## config.mk

```make
export PLATFORM = sky130hd
export DESIGN_NAME = system_timer_four_compare_flat
export DESIGN_NICKNAME = d
export VERILOG_FILES = /design/src/rtl/stf_pkg.sv /design/src/rtl/stf_if.sv /design/src/rtl/stf_exec.sv /design/src/rtl/system_timer_four_compare.sv /design/src/flat_wrapper.sv
export SDC_FILE = /design/constraint.sdc
export NUM_CORES = 1
export LEC_CHECK = 0
export BUFFER_PORTS_ARGS = -buffer_cell sky130_fd_sc_hd__buf_4
export CAP_MARGIN = 40
export CORE_MARGIN = 8
export CORE_UTILIZATION = 55
export DETAILED_ROUTE_END_ITERATION = 7
export GPL_ROUTABILITY_DRIVEN = 0
export PLACE_DENSITY = 0.8
export RECOVER_POWER = 100
export REMOVE_ABC_BUFFERS = 1
export SKIP_LAST_GASP = 1
export SLEW_MARGIN = 20
export SYNTH_ARGS = -nofsm -noshare
export SYNTH_HDL_FRONTEND = slang
export SYNTH_SLANG_ARGS = --single-unit
```

## constraint.sdc

```tcl
create_clock -name clock -period 7.7 [get_ports clock]
set_input_delay 1.925 -clock clock [delete_from_list [all_inputs] [get_ports clock]]
set_output_delay 1.925 -clock clock [all_outputs]
set_load 0.03 [all_outputs]
```

## src/rtl/stf_pkg.sv

```systemverilog
// package: shared widths, register codes, mode codes and beat structs for the system timer
`timescale 1ns / 1ps

package stf_pkg;

   localparam int CHANNELS_DEF = 4;
   localparam int MAX_CHANNELS = 4;
   localparam int DATA_W       = 32;
   localparam int CNT_W        = 64;
   localparam int IDX_W        = 3;
   localparam int MODE_W       = 2;
   localparam int CSR_IDX_W    = 3;

   // item modes
   localparam logic [MODE_W-1:0] MODE_TICK  = 2'd0;
   localparam logic [MODE_W-1:0] MODE_READ  = 2'd1;
   localparam logic [MODE_W-1:0] MODE_WRITE = 2'd2;

   // bus register map
   localparam logic [IDX_W-1:0] REG_STATUS = 3'd0;
   localparam logic [IDX_W-1:0] REG_CNT_LO = 3'd1;
   localparam logic [IDX_W-1:0] REG_CNT_HI = 3'd2;
   localparam logic [IDX_W-1:0] REG_CMP0   = 3'd3;

   // configuration register map
   localparam logic [CSR_IDX_W-1:0] CSR_INTERVAL0 = 3'd0;
   localparam logic [CSR_IDX_W-1:0] CSR_RELOAD    = 3'd4;

   typedef struct packed {
      logic [MODE_W-1:0] mode;
      logic [IDX_W-1:0]  reg_index;
      logic [DATA_W-1:0] write_data;
   } item_type;

   typedef struct packed {
      logic [DATA_W-1:0]       read_data;
      logic [MAX_CHANNELS-1:0] match_status;
      logic [MAX_CHANNELS-1:0] irq_lines;
   } result_type;

endpackage

```

## src/rtl/stf_if.sv

```systemverilog
// interfaces: request and response channels of the system timer
`timescale 1ns / 1ps

interface stf_req_if;
   logic                      valid;
   logic                      ready;
   logic [stf_pkg::MODE_W-1:0] mode;
   logic [stf_pkg::IDX_W-1:0]  reg_index;
   logic [stf_pkg::DATA_W-1:0] write_data;

   modport source (output valid, mode, reg_index, write_data, input ready);
   modport sink   (input valid, mode, reg_index, write_data, output ready);
endinterface

interface stf_rsp_if;
   logic                             valid;
   logic                             ready;
   logic [stf_pkg::DATA_W-1:0]       read_data;
   logic [stf_pkg::MAX_CHANNELS-1:0] match_status;
   logic [stf_pkg::MAX_CHANNELS-1:0] irq_lines;

   modport source (output valid, read_data, match_status, irq_lines, input ready);
   modport sink   (input valid, read_data, match_status, irq_lines, output ready);
endinterface

```

## src/rtl/stf_exec.sv

```systemverilog
// execution stage: counter, compare channels, status and configuration registers
`timescale 1ns / 1ps

module stf_exec #(
   parameter int CHANNELS = stf_pkg::CHANNELS_DEF
) (
   input  logic                          clock,
   input  logic                          reset,
   input  logic                          csr_we,
   input  logic [stf_pkg::CSR_IDX_W-1:0] csr_index,
   input  logic [stf_pkg::DATA_W-1:0]    csr_wdata,
   input  logic                          fire,
   input  stf_pkg::item_type             item,
   output stf_pkg::result_type           result
);

   localparam logic [stf_pkg::MAX_CHANNELS-1:0] ChanMask =
      stf_pkg::MAX_CHANNELS'((1 << CHANNELS) - 1);

   logic [stf_pkg::CNT_W-1:0]        cnt_ff, cnt_in;
   logic [stf_pkg::DATA_W-1:0]       cmp_ff [CHANNELS];
   logic [stf_pkg::DATA_W-1:0]       cmp_in [CHANNELS];
   logic [stf_pkg::DATA_W-1:0]       interval_ff [CHANNELS];
   logic [stf_pkg::DATA_W-1:0]       interval_in [CHANNELS];
   logic [stf_pkg::MAX_CHANNELS-1:0] status_ff, status_in;
   logic [stf_pkg::MAX_CHANNELS-1:0] reload_ff, reload_in;
   logic [stf_pkg::CNT_W-1:0]        cnt_next;
   logic [stf_pkg::DATA_W-1:0]       low_next;
   logic [stf_pkg::DATA_W-1:0]       rd;

   assign cnt_next = cnt_ff + stf_pkg::CNT_W'(1);
   assign low_next = cnt_next[stf_pkg::DATA_W-1:0];

   always_comb begin
      cnt_in    = cnt_ff;
      status_in = status_ff;
      rd        = '0;
      for (int c = 0; c < CHANNELS; c++) begin
         cmp_in[c] = cmp_ff[c];
      end
      case (item.mode)
         stf_pkg::MODE_TICK: begin
            cnt_in = cnt_next;
            for (int c = 0; c < CHANNELS; c++) begin
               if (cmp_ff[c] == low_next) begin
                  status_in[c] = 1'b1;
                  // rearm wraps at 32 bits
                  if (reload_ff[c]) begin
                     cmp_in[c] = low_next + interval_ff[c];
                  end
               end
            end
         end
         stf_pkg::MODE_READ: begin
            case (item.reg_index)
               stf_pkg::REG_STATUS: begin
                  rd = stf_pkg::DATA_W'(status_ff);
               end
               stf_pkg::REG_CNT_LO: begin
                  rd = cnt_ff[stf_pkg::DATA_W-1:0];
               end
               stf_pkg::REG_CNT_HI: begin
                  rd = cnt_ff[stf_pkg::CNT_W-1:stf_pkg::DATA_W];
               end
               default: begin
                  for (int c = 0; c < CHANNELS; c++) begin
                     if (item.reg_index == stf_pkg::IDX_W'(stf_pkg::REG_CMP0 + c)) begin
                        rd = cmp_ff[c];
                     end
                  end
               end
            endcase
         end
         stf_pkg::MODE_WRITE: begin
            if (item.reg_index == stf_pkg::REG_STATUS) begin
               status_in = status_ff & ~item.write_data[stf_pkg::MAX_CHANNELS-1:0];
            end
            for (int c = 0; c < CHANNELS; c++) begin
               if (item.reg_index == stf_pkg::IDX_W'(stf_pkg::REG_CMP0 + c)) begin
                  cmp_in[c] = item.write_data;
               end
            end
         end
         default: begin
            // idle item, nothing changes
            cnt_in = cnt_ff;
         end
      endcase
      status_in = status_in & ChanMask;
   end

   always_comb begin
      reload_in = reload_ff;
      for (int c = 0; c < CHANNELS; c++) begin
         interval_in[c] = interval_ff[c];
         if (csr_we && csr_index == stf_pkg::CSR_IDX_W'(stf_pkg::CSR_INTERVAL0 + c)) begin
            interval_in[c] = csr_wdata;
         end
      end
      if (csr_we && csr_index == stf_pkg::CSR_RELOAD) begin
         reload_in = csr_wdata[stf_pkg::MAX_CHANNELS-1:0];
      end
   end

   always_ff @(posedge clock) begin
      if (reset) begin
         cnt_ff    <= '0;
         status_ff <= '0;
         reload_ff <= '0;
         for (int c = 0; c < CHANNELS; c++) begin
            cmp_ff[c]      <= '0;
            interval_ff[c] <= '0;
         end
      end else begin
         reload_ff <= reload_in;
         for (int c = 0; c < CHANNELS; c++) begin
            interval_ff[c] <= interval_in[c];
         end
         if (fire) begin
            cnt_ff    <= cnt_in;
            status_ff <= status_in;
            for (int c = 0; c < CHANNELS; c++) begin
               cmp_ff[c] <= cmp_in[c];
            end
         end
      end
   end

   assign result.read_data    = rd;
   assign result.match_status = status_in;
   assign result.irq_lines    = status_in;

endmodule

```

## src/rtl/system_timer_four_compare.sv

```systemverilog
// top level: input register, execution stage and result register of the system timer
//
//   channel  dir  handshake      payload
//   req_chan in   valid/ready    mode, reg_index, write_data
//   rsp_chan out  valid/ready    read_data, match_status, irq_lines
//   csr_*    in   write enable   csr_index, csr_wdata
//
// one beat per cycle sustained while rsp_chan is ready; each beat waits in the input
// register, then passes to the result register that drives rsp_chan
// the 64-bit counter increment and four 32-bit compares sit between the two registers
// synchronous reset clears counter, compares, status, intervals and both valid flags
// a stalled result holds in the result register while the input register still fills
`timescale 1ns / 1ps

module system_timer_four_compare #(
   parameter int CHANNELS = stf_pkg::CHANNELS_DEF
) (
   input  logic                          clock,
   input  logic                          reset,
   stf_req_if.sink                       req_chan,
   stf_rsp_if.source                     rsp_chan,
   input  logic                          csr_we,
   input  logic [stf_pkg::CSR_IDX_W-1:0] csr_index,
   input  logic [stf_pkg::DATA_W-1:0]    csr_wdata
);

   logic                in_valid_ff;
   stf_pkg::item_type   in_ff;
   logic                out_valid_ff;
   stf_pkg::result_type out_ff;
   stf_pkg::result_type result;
   logic                out_load;
   logic                fire;
   logic                req_beat;

   assign out_load       = !out_valid_ff || rsp_chan.ready;
   assign fire           = in_valid_ff && out_load;
   assign req_chan.ready = !in_valid_ff || out_load;
   assign req_beat       = req_chan.valid && req_chan.ready;

   stf_exec #(
      .CHANNELS(CHANNELS)
   ) u_exec (
      .clock     (clock),
      .reset     (reset),
      .csr_we    (csr_we),
      .csr_index (csr_index),
      .csr_wdata (csr_wdata),
      .fire      (fire),
      .item      (in_ff),
      .result    (result)
   );

   always_ff @(posedge clock) begin
      if (reset) begin
         in_valid_ff  <= 1'b0;
         out_valid_ff <= 1'b0;
      end else begin
         if (req_chan.ready) begin
            in_valid_ff <= req_chan.valid;
         end
         if (out_load) begin
            out_valid_ff <= in_valid_ff;
         end
      end
      if (req_beat) begin
         in_ff.mode       <= req_chan.mode;
         in_ff.reg_index  <= req_chan.reg_index;
         in_ff.write_data <= req_chan.write_data;
      end
      if (fire) begin
         out_ff <= result;
      end
   end

   assign rsp_chan.valid        = out_valid_ff;
   assign rsp_chan.read_data    = out_ff.read_data;
   assign rsp_chan.match_status = out_ff.match_status;
   assign rsp_chan.irq_lines    = out_ff.irq_lines;

endmodule

```

## src/flat_wrapper.sv

```systemverilog
// flat-port wrapper written by rule: the top's interface ports become plain ports
module system_timer_four_compare_flat 
#(
   parameter int CHANNELS = stf_pkg::CHANNELS_DEF
)
  (clock, reset, csr_we, csr_index, csr_wdata, req_chan_valid, req_chan_mode, req_chan_reg_index, req_chan_write_data, req_chan_ready, rsp_chan_valid, rsp_chan_read_data, rsp_chan_match_status, rsp_chan_irq_lines, rsp_chan_ready);
  stf_req_if req_chan_i ();
  stf_rsp_if rsp_chan_i ();
  input  logic clock;
  input  logic reset;
  input  logic csr_we;
  input  logic [stf_pkg::CSR_IDX_W-1:0] csr_index;
  input  logic [stf_pkg::DATA_W-1:0] csr_wdata;
  input wire logic [$bits(req_chan_i.valid)-1:0] req_chan_valid;
  input wire logic [$bits(req_chan_i.mode)-1:0] req_chan_mode;
  input wire logic [$bits(req_chan_i.reg_index)-1:0] req_chan_reg_index;
  input wire logic [$bits(req_chan_i.write_data)-1:0] req_chan_write_data;
  output wire logic [$bits(req_chan_i.ready)-1:0] req_chan_ready;
  output wire logic [$bits(rsp_chan_i.valid)-1:0] rsp_chan_valid;
  output wire logic [$bits(rsp_chan_i.read_data)-1:0] rsp_chan_read_data;
  output wire logic [$bits(rsp_chan_i.match_status)-1:0] rsp_chan_match_status;
  output wire logic [$bits(rsp_chan_i.irq_lines)-1:0] rsp_chan_irq_lines;
  input wire logic [$bits(rsp_chan_i.ready)-1:0] rsp_chan_ready;
  assign req_chan_i.valid = req_chan_valid;
  assign req_chan_i.mode = req_chan_mode;
  assign req_chan_i.reg_index = req_chan_reg_index;
  assign req_chan_i.write_data = req_chan_write_data;
  assign req_chan_ready = req_chan_i.ready;
  assign rsp_chan_valid = rsp_chan_i.valid;
  assign rsp_chan_read_data = rsp_chan_i.read_data;
  assign rsp_chan_match_status = rsp_chan_i.match_status;
  assign rsp_chan_irq_lines = rsp_chan_i.irq_lines;
  assign rsp_chan_i.ready = rsp_chan_ready;
  system_timer_four_compare #(.CHANNELS(CHANNELS)) u_core (.clock(clock), .reset(reset), .req_chan(req_chan_i), .rsp_chan(rsp_chan_i), .csr_we(csr_we), .csr_index(csr_index), .csr_wdata(csr_wdata));
endmodule
```

---- Yosys cells after proc, flatten, opt, wreduce, memory -nomap -nowiden ----
Memories as Yosys holds them, arrays and structs flattened.
Cells that the tools add are included.
word-level totals
  register bits ........................... 147
  bits in writable memories ............... 256
  bits of input ports ..................... 77
  word-level logic and storage cells ...... 100
  memories kept ........................... 2
memories
  name                       depth  width  rd ports  clocked after Yosys merged registers in  write ports  RTL line        text
  u_core.u_exec.cmp_ff       4      32     4         0                                        4            stf_exec.sv:21  logic [stf_pkg::DATA_W-1:0] cmp_ff [CHANNELS];
  u_core.u_exec.interval_ff  4      32     4         0                                        4            stf_exec.sv:23  logic [stf_pkg::DATA_W-1:0] interval_ff [CHANNELS];
operators by class
  $add $sub $neg .......................... 5
  equal/unequal tests ..................... 16
  muxes and demuxes ....................... 42
  bitwise logic cells ..................... 10
  reductions and logical operators ........ 15
operator list
  operator                                                          number
  32-bit 2-to-1 mux                                                 28
  128-bit one-hot mux with 2 select lines                           1
  32-bit adder                                                      4
  32-bit == test                                                    4
  32-bit one-hot mux with 3 select lines                            1
  64-bit by 1-bit adder with 64-bit output (second input constant)  1
  3-bit by 2-bit == test with 1-bit output (second input constant)  4
  3-bit == test (second input constant)                             4
  1-bit 2-to-1 mux                                                  10
  1-bit bitwise OR                                                  8
  4-bit one-hot mux with 2 select lines                             1
  1-bit logical AND                                                 7
  3-bit by 1-bit == test with 1-bit output (second input constant)  2
  3-bit zero test                                                   2
  4-bit bitwise AND                                                 1
  4-bit 2-to-1 mux                                                  1
  4-bit inverter                                                    1
  2-bit by 1-bit == test with 1-bit output (second input constant)  1
  2-bit == test (second input constant)                             1
  1-bit zero test                                                   2
  2-bit zero test                                                   1
  1-bit logical OR                                                  2
  2-bit AND reduction                                               1

---- Depth between registers and ports, before layout ----
Gate-level depths: netlist (run 1).
  depth after elaboration ................. 7
  gate-level depth with buffers ........... 20
  mapped depth without buffers ............ 17

---- By module ----
Synthesis (run 1) repeated with hierarchy kept, for this count alone.
unflattened totals
  cells, all modules ...................... 2891
  area total of the unflattened synthesis .. 25629.6 um^2
modules (own cells, without submodules)
  module                     times used  cells each  area an instance (um^2)  seq. area each (um^2)
  stf_exec                   1           2804        23213.5                  7847.5
  system_timer_four_compare  1           87          2416.1                   2352.3

---- Least setup slack after synthesis (run 1) ----
No wires, ideal clock.
  path type ............................... input -> register
  start point ............................. input rsp_chan_ready
  end point ............................... memory u_core.u_exec.cmp_ff[3][0] (netlist name), enable pin
  data arrival time ....................... 4.996 ns
  required time ........................... 7.234 ns
  slack ................................... 2.238 ns
  cell stages on the path ................. 6
  path through ............................ nor2b_1 -> nand2b_1 -> nor2_1 -> clkbuf_1 -> o21ai_0 -> o21ai_0
RTL lines
  element      RTL line            text
  from (decl)  flat_wrapper.sv:23  input wire logic [$bits(rsp_chan_i.ready)-1:0] rsp_chan_ready;
  to (decl)    stf_exec.sv:21

==> run metrics, run 1 <==
clk sinks=403; Hold-fix buffers, CTS=0; number of H-tree levels=2; Post-CTS Repair Setup Buffers=0; dpl cells=approximately 3500; Final Max Tran Viols=324; Synth area leader=edfxtp_1; layout cells sized above 1=7.33%; Iteration-0 DRC Markers=3625; Clk pwr share=between 40% and 50%; Nets=3215; die area=54300 µm²; GRT Max-Usage Layer=met2; Final Non-Filler Cells=3622; post-synthesis average cell area=between 8 and 9 µm²; final worst clock skew=0.0329 ns; total track usage=28.7%; Gates resized, CTS repair=0; maxcap violations=7; met3 Usage GRT=5.86%; Inserted Clock Buffers=between 40 and 50; Final min period=approximately 6.5 ns; ANT nets after route=0; CP required=7.92 ns; fin util=between 60% and 70%; antenna violations before repair=0; via/cell ratio=between 6 and 7; row cnt=79; Die Y=~230 µm; Startpoint Class=register; critical-path maximum fanout=32; hpwl dp=between 50000 and 60000 µm; Overflow after GRT=0; DRT Pass-1 Iters=7; DRC=0; number of global-route vias before repair=22000; kind of critical path=register to register; fraction of power consumed by combinational cells=8.1%; area delta synth->final=9.64%; Final setup violation count=0; met2 GRT Util=44.4%; synth unique cells=76; asr flop ratio synth=0%; status=finished, violations left; Floorplan Core Area=around 47000 µm²; IO buf count=about 120; switching power=approximately 1200 µW; CP arrival=6.73 ns; RSZ-0062 raised after global routing=false; Final period util=between 80% and 90%; Vias=23500; Routed WL per cell=22.3 µm; Fin. Hold Viols=0; leak pwr=0.0115 µW; Fmax=153 MHz; Final TNS setup=0 ns; largest net degree at the start of global routing=86; clk slew on worst S/H paths=0.06 ns; EDFF count, synth=201; number of synthesized register bits=403; Final Instance Area=28400 µm²; Routed WL=between 80000 and 90000 µm; top-area cell type share of the netlist area=23.3%; Seq/Total Area, Yosys=38.9%; Ports=about 120; Mapped Area=around 26000 µm²; Sw Ratio=24.9%; VDD IR-drop max=0.000147 V; post-synthesis cell count=2951; max_slew headroom=-100%; PwrDens=175 nW/µm²; Clock Latency Late Sink=0.60 ns; Hold Path Class=register to register; first-pass GRT wire length=124000 µm; Die Width=about 230 µm; DP Area=around 27000 µm²; worst slew pin tran=about 3 ns; clock buffer depth=3; CTS tree=yes; failing checks=max-capacitance violations, max-slew violations; Starting Density=55.6%; routing usage on met1=roughly two fifths; Synth area leaders=edfxtp_1 23%, dfxtp_1 16%, a21oi_1 7.9%; Root Driver=clkbuf_16; # diodes=0; dominant synthesized flop cell=dfxtp_1; Internal Dissipation=3730 µW; share of power burned in registers=47.9%; Yosys warning count=0; crit end category=register
## final cells by class
| cell class | count | area [µm²] |
|---|---|---|
| timing repair buffer | 151 | 975 |
| sequential | 403 | 10100 |
| multi-input combinational | 2313 | 14800 |
| inverter | 68 | 255 |
| clock buffer | 51 | 1150 |
| clock inverter | 29 | 323 |
| fill | 3838 | 18200 |
| tap | 607 | 759 |
## path summary, 6_finish.rpt
kind                               startpoint  cells past startpoint  slack (ns)                               end
min          u_core.u_exec.interval_ff[0][22]                      2        0.46  u_core.u_exec.interval_ff[0][22]
max reg2reg           u_core.u_exec.cnt_ff[2]                     10        1.18       u_core.u_exec.cmp_ff[1][31]
max                   u_core.u_exec.cnt_ff[2]                     10        1.18       u_core.u_exec.cmp_ff[1][31]
min reg2reg  u_core.u_exec.interval_ff[0][22]                      2        0.46  u_core.u_exec.interval_ff[0][22]
## critical path, stage by stage, from the launching register on
cell       delay [ns]
dfxtp_1          0.60
and4_4           0.40
and4_4           0.36
nand4b_1         0.56
nor4_1           1.95
o21ai_0          0.27
o21a_1           0.21
a2111oi_0        0.56
nand4_1          0.41
o21ai_0          0.27
buf_4            0.47
## metal layers
| layer | up-vias | wire length [µm] |
|---|---|---|
| met1 | 11000 | 32000 |
| met5 | - | 0 |
| li1 | 10600 | - |
| met3 | 279 | 9560 |
| met2 | 1543 | 35300 |
| met4 | 0 | 3790 |
## synthesized netlist by cell type, drive strengths merged (35+ instances only)
library cell	instances
nor2	138
dfxtp	202
o21bai	37
nand2	480
inv	67
nand3	81
and3	35
xor2	150
o21ai	144
a21o	104
mux2i	41
edfxtp	201
buf	36
clkbuf	131
ha	154
xnor2	152
a21oi	410
nand4	58
## cells in the final DEF, fill, tap and decap left out, drive strengths merged, types with 19 or more instances in the layout
cell type and count:
dfxtp 202, a31oi 19, or3 27, buf 55
and3 35, nor2 138, ha 154, xor2 150
o21bai 37, clkbuf 146, mux2i 41, o21ai 144
edfxtp 201, nand4 58, nor3 25, nand2b 19
a21oi 410, nor4 20, inv 72, a221o 31
nand2 480, xnor2 152, nand3 81, a21o 104
## power groups by stage
stage | logic (µW) | clock network, µW | registers, µW
finish | 404 | 2180 | 2380
detailed placement | 402 | 0 | 2420
global placement | 392 | 0 | 2420
CTS | 405 | 2190 | 2380
global route | 432 | 2270 | 2380
floorplan | 206 | 0 | 2430
## logic make-up after synthesis
logic type / share of synthesized area [%]
AO/OA/AOI/OAI: 20.2
XOR/XNOR: 10.6
adder cells (fa/ha/maj): 7.75
buffers and inverters: 3.64
flip-flops: 38.9
multiplexers: 1.72
AND/OR/NAND/NOR: 17.2
## stage by stage
step	setup slack [ns]	hold slack, ns	power (µW)
3_5_place_dp	2.18	0.455	2820
6_report	1.18	0.460	4960
3_3_place_gp	2.28	0.448	2810
2_1_floorplan	1.74	0.434	2640
4_1_cts	2.12	0.463	4970
5_1_grt	0.875	0.482	5090
## sequential cells by signal, indices dropped and copies added (netlist names)
signal	cells
u_core.in_ff	37
u_core.in_valid_ff	1
u_core.rsp_chan.irq_lines	4
u_core.rsp_chan.read_data	32
u_core.rsp_chan.valid	1
u_core.u_exec.cmp_ff	128
u_core.u_exec.cnt_ff	64
u_core.u_exec.interval_ff	128
u_core.u_exec.reload_ff	4
u_core.u_exec.status_ff	4
No activity file was read; power rests on OpenSTA's default activity.
==> run 2, diff against run 1 <==
- ABC_AREA: unset -> 1
- PLACE_DENSITY: 0.8 -> 0.79
- clock period: 7.7 -> 6.3 ns (I/O delays scaled with it)
==> run 2 against run 1 <==
  * The run still ends with max-capacitance violations, max-slew violations left
  * Sequential share of layout area is 2.5 points lower
  * Via count grew 19%
  * Combinational power rose by 94%
  * Count of clock-buffer cells in the layout is 5 higher
  * Global-route usage up 2.3 points
  * Critical endpoint is now u_core.u_exec.interval_ff[3][28]
==> run metrics, run 2 <==
Startpoint Class=primary input; IO buf count=118; EDFF count, synth=approximately 200; row cnt=82; ANT nets after route=0; Overflow after GRT=0; Multi-input gate area=15500 µm²; Die Width=about 240 µm; antenna violations before repair=0; Fin. Hold Viols=0; dominant synthesized flop cell=dfxtp_1; max_slew headroom=-34.0%; met2 GRT Util=47.6%; Synth area leader=edfxtp_1; Crit path max-delay family=buffers and inverters; DRT Pass-1 Iters=7; maxcap violations=5; number of global-route vias before repair=25200; CTS tree=yes; asr flop ratio synth=0%; Inserted Clock Buffers=44; register area=10100 µm²; most common cell in the synthesized netlist=nand2_1; Worst path max stage delay=1.39 ns; Root Driver=clkbuf_16; fin util=61.1%; number of H-tree levels=2; Ports=119; critical-path maximum fanout=between 100 and 150; clk slew on worst S/H paths=0.06 ns; Starting Density=between 50% and 60%; # diodes=0; most frequent cells in the layout=822 x nand2_1, 511 x nor2_1, 439 x inv_1; largest net degree at the start of global routing=123; Hold Path Class=register to register; WP buf/inv=3; VDD IR-drop max=about 0.00022 V; status=finished, violations left; PwrDens=211 nW/µm²; Mapped Area=27700 µm²; slowest stage cell, crit path=clkinvlp_2; Routed WL=91900 µm; GRT Max-Usage Layer=met2; Seq/Total Area, Yosys=36.4%; Synth area leaders=edfxtp_1 22%, dfxtp_1 15%, nand2_1 11%; failing checks=max-capacitance violations, max-slew violations; crit end category=register; met3 Usage GRT=4.94%; Nets=4245; Iteration-0 DRC Markers=3591; Filler Cell Count=4564; leak pwr=0.0130 µW; Post-CTS Repair Setup Buffers=0; CP required=about 6.7 ns; Gates resized, CTS repair=0; Final min period=5.10 ns; Yosys warning count=0; area delta synth->final=10.2%; Top Registers=u_core.u_exec.cmp_ff (128), u_core.u_exec.interval_ff (128), u_core.u_exec.cnt_ff (64); total track usage=31.0%; synth unique cells=52; final worst clock skew=approximately 0.029 ns; routing usage on met1=42.7%; clock buffer depth=3; Final setup violation count=0; post-synthesis cell count=about 3900; first-pass GRT wire length=140000 µm; Vias=28000; worst path cell trace=buf_4 -> clkinvlp_2 -> clkbuf_2 -> o21ai_0 -> a21oi_1; Final period util=81.0%; Final Max Tran Viols=between 200 and 300; Routed WL per cell=around 19 µm; clk sinks=403; via/cell ratio=between 5 and 6; hpwl dp=71700 µm; number of synthesized register bits=403; Final TNS setup=0 ns; kind of critical path=primary input to register; die area=between 50000 and 60000 µm²; DRC=0; post-synthesis average cell area=7.04 µm²; CP arrival=5.54 ns; commonest non-fill, non-tap cell in the layout=nand2_1; Die Y=240 µm; RSZ-0062 raised after global routing=false; Hold-fix buffers, CTS=0; Clock Latency Late Sink=about 0.60 ns; layout cells sized above 1=7.15%; worst slew pin tran=2.01 ns; Synth top cells by count=819 x nand2_1, 519 x nor2_1, 439 x inv_1; top-area cell type share of the netlist area=21.8%; Fmax=196 MHz; Floorplan Core Area=50000 µm²
## run 2: cell count changes after synthesis, sizes merged, moves of 35 or more
| cell | delta |
|---|---|
| nand2 | +378 |
| xor2 | -95 |
| a21o | -70 |
| nor2 | +399 |
| nand3 | +187 |
| o21ai | +195 |
| inv | +378 |
| and3 | -35 |
| mux2i | -41 |
| clkbuf | -35 |
| nor3 | +39 |
| xnor2 | -130 |
## run 2: worst paths after layout
kind,start,to,slack [ns],cells after the start
hold reg to reg,u_core.u_exec.interval_ff[3][4],u_core.u_exec.interval_ff[3][4],0.46,2
setup / recovery,reset,u_core.u_exec.interval_ff[3][28],1.20,5
setup reg to reg,u_core.u_exec.cnt_ff[0],u_core.u_exec.cmp_ff[1][31],1.45,16
hold / removal,u_core.u_exec.interval_ff[3][4],u_core.u_exec.interval_ff[3][4],0.46,2
## run 2: cells by family after synthesis
group,count (synthesis),share of synthesized area [%]
and+or+nand+nor,1838,28.5
buffers and inverters,564,7.73
xor gates and xnor gates,77,2.43
AOI/OAI and AO/OA,894,17.7
DFF,403,36.4
adders and majority gates,158,7.24
## run 2: stage by stage
step	power, µW	area (µm²)	std cells	hold slack [ns]	worst slack, ns
finish	6460	30500	4716	0.455	1.20
global route	6660	30500	4716	0.472	1.01
CTS	6470	30800	4715	0.457	2.07
detailed placement	3810	29300	4635	0.445	1.98
global placement	3800	29200	4633	0.440	2.00
floorplan	3510	27200	3817	0.429	-0.383
## run 2: layer usage
metal  routed length [µm]  vias up
met3                11400      324
met2                39100     1762
li1                     -    13400
met1                36700    12600
met4                 4790        0
met5                    0        -
## run 2: tightest hold or removal path, cell delays in order, from the launching register on
cell,delay (ns)
dfxtp_1,0.31
inv_1,0.05
a21oi_1,0.05
## run 2: cell type report
type                            instances  share of cell area, %
Clock buffer                           56                   4.06
Clock inverter                         24                  0.840
Inverter                              447                   5.51
Multi-Input combinational cell       2967                   50.8
Sequential cell                       403                   33.0
Tap cell                              672                   2.75
Timing Repair Buffer                  147                   3.08
## run 2: report_power, final
group / switching (µW) / internal [µW]
clock: 1120 / 1570
sequential: 105 / 2890
combinational: 535 / 249
